==> src/hdl/mbtcp_pkg.sv <==
// ----------------------------------------------------------------------------
// Modbus TCP read-holding-registers responder package
// Shared constants and the command/status types between controller and
// datapath.
// ----------------------------------------------------------------------------
package mbtcp_pkg;

    // Number of request bytes that are kept (MBAP header plus PDU).
    localparam int REQ_LEN = 12;
    localparam int CNT_W   = 4;

    // Holding registers that are fed by sensor updates.
    localparam int SENSOR_REGS  = 6;
    localparam int SENSOR_IDX_W = 3;

    localparam int DEFAULT_REG_COUNT = 6;

    localparam logic [7:0] FC_READ_HOLDING     = 8'h03;
    localparam logic [7:0] FC_ERROR_FLAG       = 8'h80;
    localparam logic [7:0] EXC_ILLEGAL_ADDRESS = 8'h02;
    localparam logic [7:0] EXC_LENGTH          = 8'h03;

    // Request byte positions.
    localparam int REQ_TID_HI = 0;
    localparam int REQ_TID_LO = 1;
    localparam int REQ_UNIT   = 6;
    localparam int REQ_FC     = 7;
    localparam int REQ_ADR_HI = 8;
    localparam int REQ_ADR_LO = 9;
    localparam int REQ_QTY_HI = 10;
    localparam int REQ_QTY_LO = 11;

    // Response byte positions of the fixed part of the frame.
    localparam int RSP_TID_HI = 0;
    localparam int RSP_TID_LO = 1;
    localparam int RSP_PID_HI = 2;
    localparam int RSP_PID_LO = 3;
    localparam int RSP_LEN_HI = 4;
    localparam int RSP_LEN_LO = 5;
    localparam int RSP_UNIT   = 6;
    localparam int RSP_FC     = 7;
    localparam int RSP_BCNT   = 8;
    localparam int RSP_HDR_LEN = 9;

    typedef struct packed {
        logic accept;  // an input transaction completes this cycle
        logic load;    // set up the reply for the stored request
        logic emit;    // put the next reply byte into the output register
    } t_cmd;

    typedef struct packed {
        logic req_full;   // the last segment carried at least twelve bytes
        logic fc_ok;      // stored function code is read holding registers
        logic out_free;   // output register can take a byte
        logic last_byte;  // the byte about to be emitted ends the frame
    } t_stat;

endpackage

==> src/hdl/mbtcp_ctrl.sv <==
// ----------------------------------------------------------------------------
// Modbus TCP responder controller
// Sequences input acceptance, the request check and the reply burst.
// ----------------------------------------------------------------------------
module mbtcp_ctrl (
    input  logic             i_clk,
    input  logic             i_rst_n,
    input  logic             i_s_axis_tvalid,
    input  logic             i_s_axis_tlast,
    input  logic             i_s_axis_tuser,
    output logic             o_s_axis_tready,
    input  mbtcp_pkg::t_stat i_stat,
    output mbtcp_pkg::t_cmd  o_cmd
);

    localparam logic [1:0] S_IDLE  = 2'd0;
    localparam logic [1:0] S_CHECK = 2'd1;
    localparam logic [1:0] S_SEND  = 2'd2;

    logic [1:0] r_state;
    logic [1:0] n_state;

    assign o_s_axis_tready = (r_state == S_IDLE);

    always_comb begin
        n_state      = r_state;
        o_cmd.accept = 1'b0;
        o_cmd.load   = 1'b0;
        o_cmd.emit   = 1'b0;
        case (r_state)
            S_IDLE: begin
                o_cmd.accept = i_s_axis_tvalid;
                // A request byte that closes a segment triggers the check.
                if (i_s_axis_tvalid && !i_s_axis_tuser && i_s_axis_tlast) begin
                    n_state = S_CHECK;
                end
            end
            S_CHECK: begin
                if (i_stat.req_full && i_stat.fc_ok) begin
                    o_cmd.load = 1'b1;
                    n_state    = S_SEND;
                end else begin
                    n_state = S_IDLE;
                end
            end
            S_SEND: begin
                o_cmd.emit = i_stat.out_free;
                if (i_stat.out_free && i_stat.last_byte) begin
                    n_state = S_IDLE;
                end
            end
            default: begin
                n_state = S_IDLE;
            end
        endcase
    end

    always_ff @(posedge i_clk) begin
        if (!i_rst_n) begin
            r_state <= S_IDLE;
        end else begin
            r_state <= n_state;
        end
    end

`ifndef SYNTH
    a_check_one_cycle: assert property (@(posedge i_clk) disable iff (!i_rst_n)
        r_state == S_CHECK |=> r_state != S_CHECK)
        else $error("check state held for more than one cycle");

    a_seg_end_checks: assert property (@(posedge i_clk) disable iff (!i_rst_n)
        i_s_axis_tvalid && o_s_axis_tready && !i_s_axis_tuser && i_s_axis_tlast
        |=> r_state == S_CHECK)
        else $error("segment end did not start a request check");

    a_emit_in_send: assert property (@(posedge i_clk) disable iff (!i_rst_n)
        o_cmd.emit |-> r_state == S_SEND)
        else $error("reply byte emitted outside the send state");
`endif

endmodule

==> src/hdl/mbtcp_dp.sv <==
// ----------------------------------------------------------------------------
// Modbus TCP responder datapath
// Request byte store, holding register bank, reply byte generator and the
// output register.
// ----------------------------------------------------------------------------
module mbtcp_dp #(
    parameter int REG_COUNT = mbtcp_pkg::DEFAULT_REG_COUNT
) (
    input  logic             i_clk,
    input  logic             i_rst_n,
    input  logic [103:0]     i_s_axis_tdata,
    input  logic             i_s_axis_tlast,
    input  logic             i_s_axis_tuser,
    input  logic             i_m_axis_tready,
    output logic             o_m_axis_tvalid,
    output logic [7:0]       o_m_axis_tdata,
    output logic             o_m_axis_tlast,
    input  mbtcp_pkg::t_cmd  i_cmd,
    output mbtcp_pkg::t_stat o_stat
);

    localparam int PW = (REG_COUNT > 8) ? $clog2(REG_COUNT) : 3;
    localparam int IW = $clog2(mbtcp_pkg::RSP_HDR_LEN + 2 * REG_COUNT);

    logic [7:0]                   r_req [mbtcp_pkg::REQ_LEN];
    logic [mbtcp_pkg::CNT_W-1:0]  r_cnt;
    logic                         r_full;
    logic [15:0]                  r_hold [mbtcp_pkg::SENSOR_REGS];

    logic [IW-1:0] r_idx;
    logic [IW-1:0] r_last_idx;
    logic [PW-1:0] r_ptr;
    logic          r_exc;
    logic [7:0]    r_bcnt;

    logic          r_out_valid;
    logic [7:0]    r_out_data;
    logic          r_out_last;

    logic [15:0] w_start;
    logic [15:0] w_qty;
    logic [16:0] w_end;
    logic        w_bad;
    logic [15:0] w_reg;
    logic [7:0]  w_byte;

    assign w_start = {r_req[mbtcp_pkg::REQ_ADR_HI], r_req[mbtcp_pkg::REQ_ADR_LO]};
    assign w_qty   = {r_req[mbtcp_pkg::REQ_QTY_HI], r_req[mbtcp_pkg::REQ_QTY_LO]};
    assign w_end   = {1'b0, w_start} + {1'b0, w_qty};
    assign w_bad   = (w_qty == 16'd0) || ({1'b0, w_qty} > 17'(REG_COUNT))
                     || (w_end > 17'(REG_COUNT));

    // Registers above the sensor bank always read as zero.
    assign w_reg = (r_ptr < PW'(mbtcp_pkg::SENSOR_REGS))
                   ? r_hold[r_ptr[mbtcp_pkg::SENSOR_IDX_W-1:0]] : 16'd0;

    always_comb begin
        case (r_idx)
            IW'(mbtcp_pkg::RSP_TID_HI): w_byte = r_req[mbtcp_pkg::REQ_TID_HI];
            IW'(mbtcp_pkg::RSP_TID_LO): w_byte = r_req[mbtcp_pkg::REQ_TID_LO];
            IW'(mbtcp_pkg::RSP_PID_HI): w_byte = 8'd0;
            IW'(mbtcp_pkg::RSP_PID_LO): w_byte = 8'd0;
            IW'(mbtcp_pkg::RSP_LEN_HI): w_byte = 8'd0;
            IW'(mbtcp_pkg::RSP_LEN_LO): begin
                w_byte = r_exc ? mbtcp_pkg::EXC_LENGTH
                               : mbtcp_pkg::EXC_LENGTH + r_bcnt;
            end
            IW'(mbtcp_pkg::RSP_UNIT): w_byte = r_req[mbtcp_pkg::REQ_UNIT];
            IW'(mbtcp_pkg::RSP_FC): begin
                w_byte = r_exc ? (mbtcp_pkg::FC_READ_HOLDING | mbtcp_pkg::FC_ERROR_FLAG)
                               : mbtcp_pkg::FC_READ_HOLDING;
            end
            IW'(mbtcp_pkg::RSP_BCNT): begin
                w_byte = r_exc ? mbtcp_pkg::EXC_ILLEGAL_ADDRESS : r_bcnt;
            end
            default: begin
                // Register data: odd positions carry the high byte.
                w_byte = r_idx[0] ? w_reg[15:8] : w_reg[7:0];
            end
        endcase
    end

    assign o_stat.req_full  = r_full;
    assign o_stat.fc_ok     = (r_req[mbtcp_pkg::REQ_FC] == mbtcp_pkg::FC_READ_HOLDING);
    assign o_stat.out_free  = !r_out_valid || i_m_axis_tready;
    assign o_stat.last_byte = (r_idx == r_last_idx);

    assign o_m_axis_tvalid = r_out_valid;
    assign o_m_axis_tdata  = r_out_data;
    assign o_m_axis_tlast  = r_out_last;

    // Request byte store; no reset, only read after twelve writes.
    always_ff @(posedge i_clk) begin
        if (i_cmd.accept && !i_s_axis_tuser &&
            r_cnt < mbtcp_pkg::CNT_W'(mbtcp_pkg::REQ_LEN)) begin
            r_req[r_cnt] <= i_s_axis_tdata[7:0];
        end
    end

    always_ff @(posedge i_clk) begin
        if (!i_rst_n) begin
            r_cnt  <= '0;
            r_full <= 1'b0;
        end else if (i_cmd.accept && !i_s_axis_tuser) begin
            if (i_s_axis_tlast) begin
                r_cnt  <= '0;
                r_full <= (r_cnt >= mbtcp_pkg::CNT_W'(mbtcp_pkg::REQ_LEN - 1));
            end else if (r_cnt < mbtcp_pkg::CNT_W'(mbtcp_pkg::REQ_LEN)) begin
                r_cnt <= r_cnt + 1'b1;
            end
        end
    end

    always_ff @(posedge i_clk) begin
        if (!i_rst_n) begin
            for (int i = 0; i < mbtcp_pkg::SENSOR_REGS; i++) begin
                r_hold[i] <= 16'd0;
            end
        end else if (i_cmd.accept && i_s_axis_tuser) begin
            for (int i = 0; i < mbtcp_pkg::SENSOR_REGS; i++) begin
                r_hold[i] <= i_s_axis_tdata[8 + 16 * i +: 16];
            end
        end
    end

    // Reply sequencing: byte index and register pointer.
    always_ff @(posedge i_clk) begin
        if (!i_rst_n) begin
            r_idx <= '0;
        end else if (i_cmd.load) begin
            r_idx <= '0;
        end else if (i_cmd.emit) begin
            r_idx <= r_idx + 1'b1;
        end
    end

    always_ff @(posedge i_clk) begin
        if (i_cmd.load) begin
            r_exc      <= w_bad;
            r_ptr      <= w_start[PW-1:0];
            r_bcnt     <= {w_qty[6:0], 1'b0};
            r_last_idx <= w_bad ? IW'(mbtcp_pkg::RSP_BCNT)
                                : IW'(mbtcp_pkg::RSP_BCNT) + IW'({w_qty[7:0], 1'b0});
        end else if (i_cmd.emit && r_idx >= IW'(mbtcp_pkg::RSP_HDR_LEN) && !r_idx[0]) begin
            r_ptr <= r_ptr + 1'b1;
        end
    end

    always_ff @(posedge i_clk) begin
        if (!i_rst_n) begin
            r_out_valid <= 1'b0;
        end else if (i_cmd.emit) begin
            r_out_valid <= 1'b1;
        end else if (i_m_axis_tready) begin
            r_out_valid <= 1'b0;
        end
    end

    always_ff @(posedge i_clk) begin
        if (i_cmd.emit) begin
            r_out_data <= w_byte;
            r_out_last <= (r_idx == r_last_idx);
        end
    end

`ifndef SYNTH
    a_cnt_range: assert property (@(posedge i_clk) disable iff (!i_rst_n)
        r_cnt <= mbtcp_pkg::CNT_W'(mbtcp_pkg::REQ_LEN))
        else $error("request byte count beyond twelve");

    a_load_restarts: assert property (@(posedge i_clk) disable iff (!i_rst_n)
        i_cmd.load |=> r_idx == '0)
        else $error("reply did not restart at byte zero");
`endif

endmodule

==> src/hdl/modbus_tcp_read_holding_responder_unit.sv <==
// ----------------------------------------------------------------------------
// Modbus TCP read holding registers responder
// Answers function 0x03 requests from a byte stream with register data.
// ----------------------------------------------------------------------------
// Input channel (s_axis): one transaction per cycle while tready is high.
// tuser 0 carries a received request byte in tdata[7:0], tlast marking the
// end of a network segment. tuser 1 carries a sensor bank update in
// tdata[103:8], six 16-bit holding register values.
// At a segment end the block checks the first twelve stored bytes in the
// check state. A short segment or a foreign function code gives no reply;
// a bad address or quantity gives the 9-byte exception frame; otherwise the
// header and 2*quantity big-endian data bytes follow.
// Output channel (m_axis): one reply byte per transaction in tdata[7:0],
// tlast on the final byte. The first reply byte is registered in the send
// state, which comes after the check state, and bytes follow one per cycle
// while the output takes them. tready on the input is low from the segment
// end until the last reply byte sits in the output register; an output
// stall holds the reply byte and stops the burst.
// Reset clears the byte count, the holding registers and the output valid.
// ----------------------------------------------------------------------------
module modbus_tcp_read_holding_responder_unit #(
    parameter int REG_COUNT = mbtcp_pkg::DEFAULT_REG_COUNT
) (
    input  logic         i_clk,
    input  logic         i_rst_n,
    input  logic         i_s_axis_tvalid,
    output logic         o_s_axis_tready,
    // rx_byte[7:0], temperature[23:8], humidity[39:24], air_quality[55:40],
    // vibration[71:56], risk_level[87:72], smoke_flag[103:88]
    input  logic [103:0] i_s_axis_tdata,
    input  logic         i_s_axis_tlast,  // segment_end
    input  logic         i_s_axis_tuser,  // mode
    output logic         o_m_axis_tvalid,
    input  logic         i_m_axis_tready,
    output logic [7:0]   o_m_axis_tdata,  // tx_byte[7:0]
    output logic         o_m_axis_tlast   // last
);

    mbtcp_pkg::t_cmd  w_cmd;
    mbtcp_pkg::t_stat w_stat;

    mbtcp_ctrl u_ctrl (
        .i_clk           (i_clk),
        .i_rst_n         (i_rst_n),
        .i_s_axis_tvalid (i_s_axis_tvalid),
        .i_s_axis_tlast  (i_s_axis_tlast),
        .i_s_axis_tuser  (i_s_axis_tuser),
        .o_s_axis_tready (o_s_axis_tready),
        .i_stat          (w_stat),
        .o_cmd           (w_cmd)
    );

    mbtcp_dp #(
        .REG_COUNT (REG_COUNT)
    ) u_dp (
        .i_clk           (i_clk),
        .i_rst_n         (i_rst_n),
        .i_s_axis_tdata  (i_s_axis_tdata),
        .i_s_axis_tlast  (i_s_axis_tlast),
        .i_s_axis_tuser  (i_s_axis_tuser),
        .i_m_axis_tready (i_m_axis_tready),
        .o_m_axis_tvalid (o_m_axis_tvalid),
        .o_m_axis_tdata  (o_m_axis_tdata),
        .o_m_axis_tlast  (o_m_axis_tlast),
        .i_cmd           (w_cmd),
        .o_stat          (w_stat)
    );

endmodule

==> config.mk <==
export PLATFORM = sky130hd
export DESIGN_NAME = modbus_tcp_read_holding_responder_unit
export DESIGN_NICKNAME = d
export VERILOG_FILES = /design/src/hdl/mbtcp_pkg.sv /design/src/hdl/mbtcp_ctrl.sv /design/src/hdl/mbtcp_dp.sv /design/src/hdl/modbus_tcp_read_holding_responder_unit.sv
export SDC_FILE = /design/constraint.sdc
export NUM_CORES = 1
export LEC_CHECK = 0
export BUFFER_PORTS_ARGS = -buffer_cell sky130_fd_sc_hd__buf_2
export CORE_UTILIZATION = 35
export DETAILED_ROUTE_END_ITERATION = 12
export GPL_TIMING_DRIVEN = 0
export PLACE_DENSITY = 0.58
export RECOVER_POWER = 25
export SLEW_MARGIN = 5
export SYNTH_ARGS = -nofsm -noshare
export SYNTH_HDL_FRONTEND = slang
export SYNTH_HIERARCHICAL = 1
export SYNTH_SLANG_ARGS = --single-unit
==> constraint.sdc <==
create_clock -name i_clk -period 7.9 [get_ports i_clk]
set_input_delay 0.79 -clock i_clk [delete_from_list [all_inputs] [get_ports i_clk]]
set_output_delay 0.79 -clock i_clk [all_outputs]
set_load 0.02 [all_outputs]
[Yosys cells after proc, flatten, opt, wreduce, memory -nomap -nowiden]
Memories as Yosys holds them, arrays and structs flattened. A register that Yosys moved wholly into a read port is not among the register bits.
Cells that the tools add are included.
Word-level totals
  input port bits: 110
  register bits: 38
  RAM bits: 192
  memories: 2
Memory list
  u_dp.r_hold: words 6, bits a word 16, read ports 1, clocked after memory_dff 1, write ports 6, line mbtcp_dp.sv:28  | logic [15:0] r_hold [mbtcp_pkg::SENSOR_REGS];
  u_dp.r_req: words 12, bits a word 8, read ports 8, clocked after memory_dff 0, write ports 1, line mbtcp_dp.sv:25  | logic [7:0] r_req [mbtcp_pkg::REQ_LEN];
Cells by class
  add/sub/neg operators: 6
  equality and inequality tests: 14
  magnitude comparators: 6
  mux-type cells: 33
  reduce and logical (&&, ||, !) cells: 26
  bitwise gates (word level): 7
Operator list (count)
  $mux 16: 7
  $pmux 8 s7: 1
  $mux 8: 4
  $eq 5x3->1 const B: 4
  $add 16x16->17: 1
  $gt 17x3->1 const B: 1
  $gt 16x3->1 const B: 1
  $logic_not 16->1: 1
  $mux 1: 12
  $eq 5x2->1 const B: 2
  $logic_and 1x1->1: 9
  $mux 3: 3
  $add 2x8->8 const A: 1
  $eq 8x2->1 const B: 1
  $mux 4: 2
  $mux 2: 3
  $or 1x1->1: 6
  $pmux 2 s3: 1
  $reduce_and 2->1: 3
  $reduce_bool 2->1: 3
  $add 4x5->5 const A: 1
  $add 5x1->5 const B: 1
  $eq 5x1->1 const B: 1
  $eq 5x4->1 const B: 1
  17 further kinds: 22

[Depth between registers and ports, before layout]
  depth in word-level cells: 8
  depth in mapped cells: 10
  depth with buffers taken out: 10

[Modules after synthesis]
The synthesis kept the hierarchy.
Modules (own cells, without submodules)
  mbtcp_dp: times used 1, cells an instance 670, area an instance 9227.6 sq um, seq. area each 5805.6 sq um
  mbtcp_ctrl: times used 1, cells an instance 11, area an instance 102.6 sq um, seq. area each 40.0 sq um

[Worst setup path before layout]
Ideal clock, no wire load.
  path type: input to register
  start: input i_s_axis_tvalid
  end: memory u_dp.r_hold[0][0], enable pin
  setup slack: 4448 ps
  path buffers: 0
  data arrival time: 2994 ps
  cell stages on the path: 3
  setup time: 459 ps
  data required time: 7441 ps
  path through: and2_4 nand2_1 nand2_1
RTL lines
  start, declared: line modbus_tcp_read_holding_responder_unit.sv:26  | input logic i_s_axis_tvalid,
  end, declared: line mbtcp_dp.sv:28

==> impl_results.md <==
* Average size of a mapped cell at 13.7 µm²
* CTS H-tree depth at 4
* Yosys Warn Count at 6
* Final setup vio count at 0
* GRT Overall Usage at 15.6%
* Met2 wire len at 10.1 mm
* ANT cells at 0
* Max IR drop VDD at 0.000126 V
* CP Class: reg -> reg
* Antenna violations before repair at 0
* Detail Route Antenna Nets at 0
* CTS max path bufs at 2
* Vias at 5802
* Resize count post-CTS at 0
* Final std cells w/o fill at 1170
* Vias in the first global route at 5747
* Top-area cell type share of the netlist area at 59.2%
* Drt pass-1 iters at 12
* Fin. Hold Viols at 0
* PwrDens at 199 nW/µm²
* Final HPWL DP at 15.4 mm
* Nets at 962
* Post-DP Area at 10400 µm²
* Fraction of the mapped netlist area in adder cells at 3.97%
* Clock Tree Root: clkbuf_16
* Post-route cell area at 11000 µm²
* Mapped cell area at 9330 µm²
* Effective utilization at floorplan at 35.7%
* Area Growth Syn to Fin at 18.1%
* Tcrit/Tclk final at 43.7%
* Die area at 27300 µm²
* Worst Path Required at 8.07 ns
* Met3 wire length at 755 µm
* Routed WL at 20.6 mm
* Async SR Flop Fraction at 0%
* Slew Limit Fails at 0
* Max Cap Viol at 0
* LEAKAGE at 4.09 nW
* Startpoint types: flop
* CP arrival at 3.62 ns
* Routed length on met1 at 9.44 mm
* Hold Crit Class: reg -> reg
* Post-synth EDFFs at 184
* Fin crit period at 3.45 ns
* Yosys cell types at 65
* Clock Pin Slew Worst Setup and Hold Paths at 0.07 ns
* Failing checks: DRC
* CTS buffer count at 17
* Cells after Synth at 681
* Final GP Congestion at 0.868
* Mux contribution to synthesized area at 7.04%
* Fmax at 0.290 GHz
* Worst-Skew Late Latency at 0.43 ns
* FP Rows at 59
* DRC marker count from the first detailed-route iteration at 428
* Worst hold slack at 0.546 ns
* Dpl cells at 1139
* CTS Sinks at 200
* Die Wd at 165 µm
* Drt drc at 6
* Final TNS setup at 0 ns
* Fin util at 42.2%
* Post-synth top area cell: edfxtp_1
* Largest net degree at the start of global routing at 70
* Share of cells above drive strength 1 at 23.0%
* Seq/Total Area, Yosys at 62.7%
* Grt ovf at 0
* Register area at 5850 µm²
* Setup Fix Bufs, Post-CTS at 0
* Fillcell total at 2450
* Avg WL per Cell at 17.6 µm
* Simple-gate share of the synthesized area at 14.5%
* Hold_buf cts at 0
* Via-to-Cell Ratio at 4.96
* Yosys reg bits at 200
* Crit. End Element: flop
* Top cells by area, synth: edfxtp_1 59%, and2_1 6.9%, mux4_2 5.8%
* First-pass GRT wire length at 31.6 mm
* Largest family of logic cells by synthesized area: simple AND/OR/NAND/NOR gates
* Die Y at 165 µm
* Post-placement setup slack at 4.48 ns
* Status: finished, violations left
* Net count after synthesis at 820
* Top sig layer: met4
* Area of the multi-input gates at 3290 µm²
* Final setup margin at 4.45 ns
* Compound-cell area share of the yosys netlist at 7.99%
* # port buffers at 120
* Placeable Area at 26100 µm²
* RSZ-0062 raised after global routing: false
* Crit path max fanout at 5
* Total power of the final layout at 2.19 mW
* Boundary pin count at 121
* Top FF cell, synth: edfxtp_1
* Xor/xnor cell area share of the yosys netlist at 1.60%
* TritonCTS clock tree: built
* Worst Tran Pin Value at 1.24 ns
* Skew final at 0.0127 ns
* Headroom to the max-slew limit at 17.3%
==> Yosys cell counts, types with 5 or more instances <==
master	n
a21o_1	6
a21oi_1	35
a222oi_1	7
and2_1	103
and3_1	6
buf_2	6
clkbuf_1	23
dfxtp_1	16
edfxtp_1	184
ha_1	28
inv_1	17
mux2_2	5
mux2i_1	6
mux4_2	24
nand2_1	46
nand2b_1	10
nand3_1	7
nand4_1	8
nor2_1	21
nor3_1	11
nor4_1	6
o21a_1	5
o21ai_0	14
o221ai_1	7
xnor2_1	11
xor2_1	6
==> worst max-delay path, stage by stage (launching register included) <==
cell	delay, ns
edfxtp_1	0.43
ha_1	0.20
inv_1	0.05
fa_1	0.37
nand2b_1	0.19
nand4b_1	0.15
o2111ai_1	0.13
or4_1	0.54
nor4b_2	0.27
o2111ai_1	0.30
or4b_1	0.56
==> cell type report <==
| class | instances | share of cell area (%) |
|---|---|---|
| Sequential cell | 200 | 53.1 |
| Multi-Input combinational cell | 429 | 29.8 |
| Timing Repair Buffer | 123 | 5.75 |
| Clock buffer | 17 | 3.86 |
| Tap cell | 335 | 3.81 |
| Clock inverter | 14 | 1.74 |
| Buffer | 34 | 1.33 |
| Inverter | 18 | 0.613 |
==> cell families (layout without fill, tap and decap cells) <==
family,after synthesis,in the layout
AO/OA/AOI/OAI,109,109
flip-flops,200,200
multiplexers,35,35
AND/OR/NAND/NOR,239,239
XOR/XNOR,17,17
buffers and inverters,52,206
adder cells (fa/ha/maj),29,29
==> registers in the layout, indices dropped and copies added (netlist names), named ones only <==
signal,flops
u_ctrl/r_state,2
u_dp/o_m_axis_tdata,8
u_dp/o_m_axis_tlast,1
u_dp/o_m_axis_tvalid,1
u_dp/r_bcnt,7
u_dp/r_cnt,4
u_dp/r_exc,1
u_dp/r_full,1
u_dp/r_hold,96
u_dp/r_idx,5
u_dp/r_last_idx,4
u_dp/r_ptr,3
u_dp/r_req,64
==> where the power goes <==
group / internal [mW] / leakage [nW] / switching, mW
Clock: 0.507 / 0.298 / 0.394
Combinational: 0.0435 / 1.84 / 0.0488
Sequential: 1.19 / 1.95 / 0.00846
==> cells in the final DEF, fill, tap and decap left out, drive strengths merged, types with 4 or more instances in the layout <==
master and instances:
clkinv 5, o221ai 7, a22oi 4, mux4 24, buf 126, xnor2 11
ha 28, a222oi 7, inv 22, nor3 11, o21a 5, o21ai 14
and2 104, a21oi 36, nor2 22, nor4b 4, clkbuf 48, nand4 8
nand2 46, mux2 5, dfxtp 16, nand2b 10, and3 6, nand3 7
edfxtp 184, nor2b 4, a21o 6, xor2 6, nor4 6, mux2i 6
o2111ai 4
==> per-layer routing <==
metal	up-vias	GRT usage [%]
li1	2861	-
met1	2784	21.1
met2	135	25.6
met3	22	2.60
met4	0	4.80
met5	-	0
==> final timing paths <==
check,start,endpoint,slack [ns],cells past startpoint
setup reg to reg,u_dp/r_req[9][0]$_DFFE_PP_,u_dp/r_exc$_DFFE_PP_,4.45,10
hold reg to reg,u_dp/r_req[11][4]$_DFFE_PP_,u_dp/r_bcnt[5]$_DFFE_PP_,0.55,0
setup / recovery,u_dp/r_req[9][0]$_DFFE_PP_,u_dp/r_exc$_DFFE_PP_,4.45,10
hold / removal,u_dp/r_req[11][4]$_DFFE_PP_,u_dp/r_bcnt[5]$_DFFE_PP_,0.55,0
(Power assumes the default switching activity.)
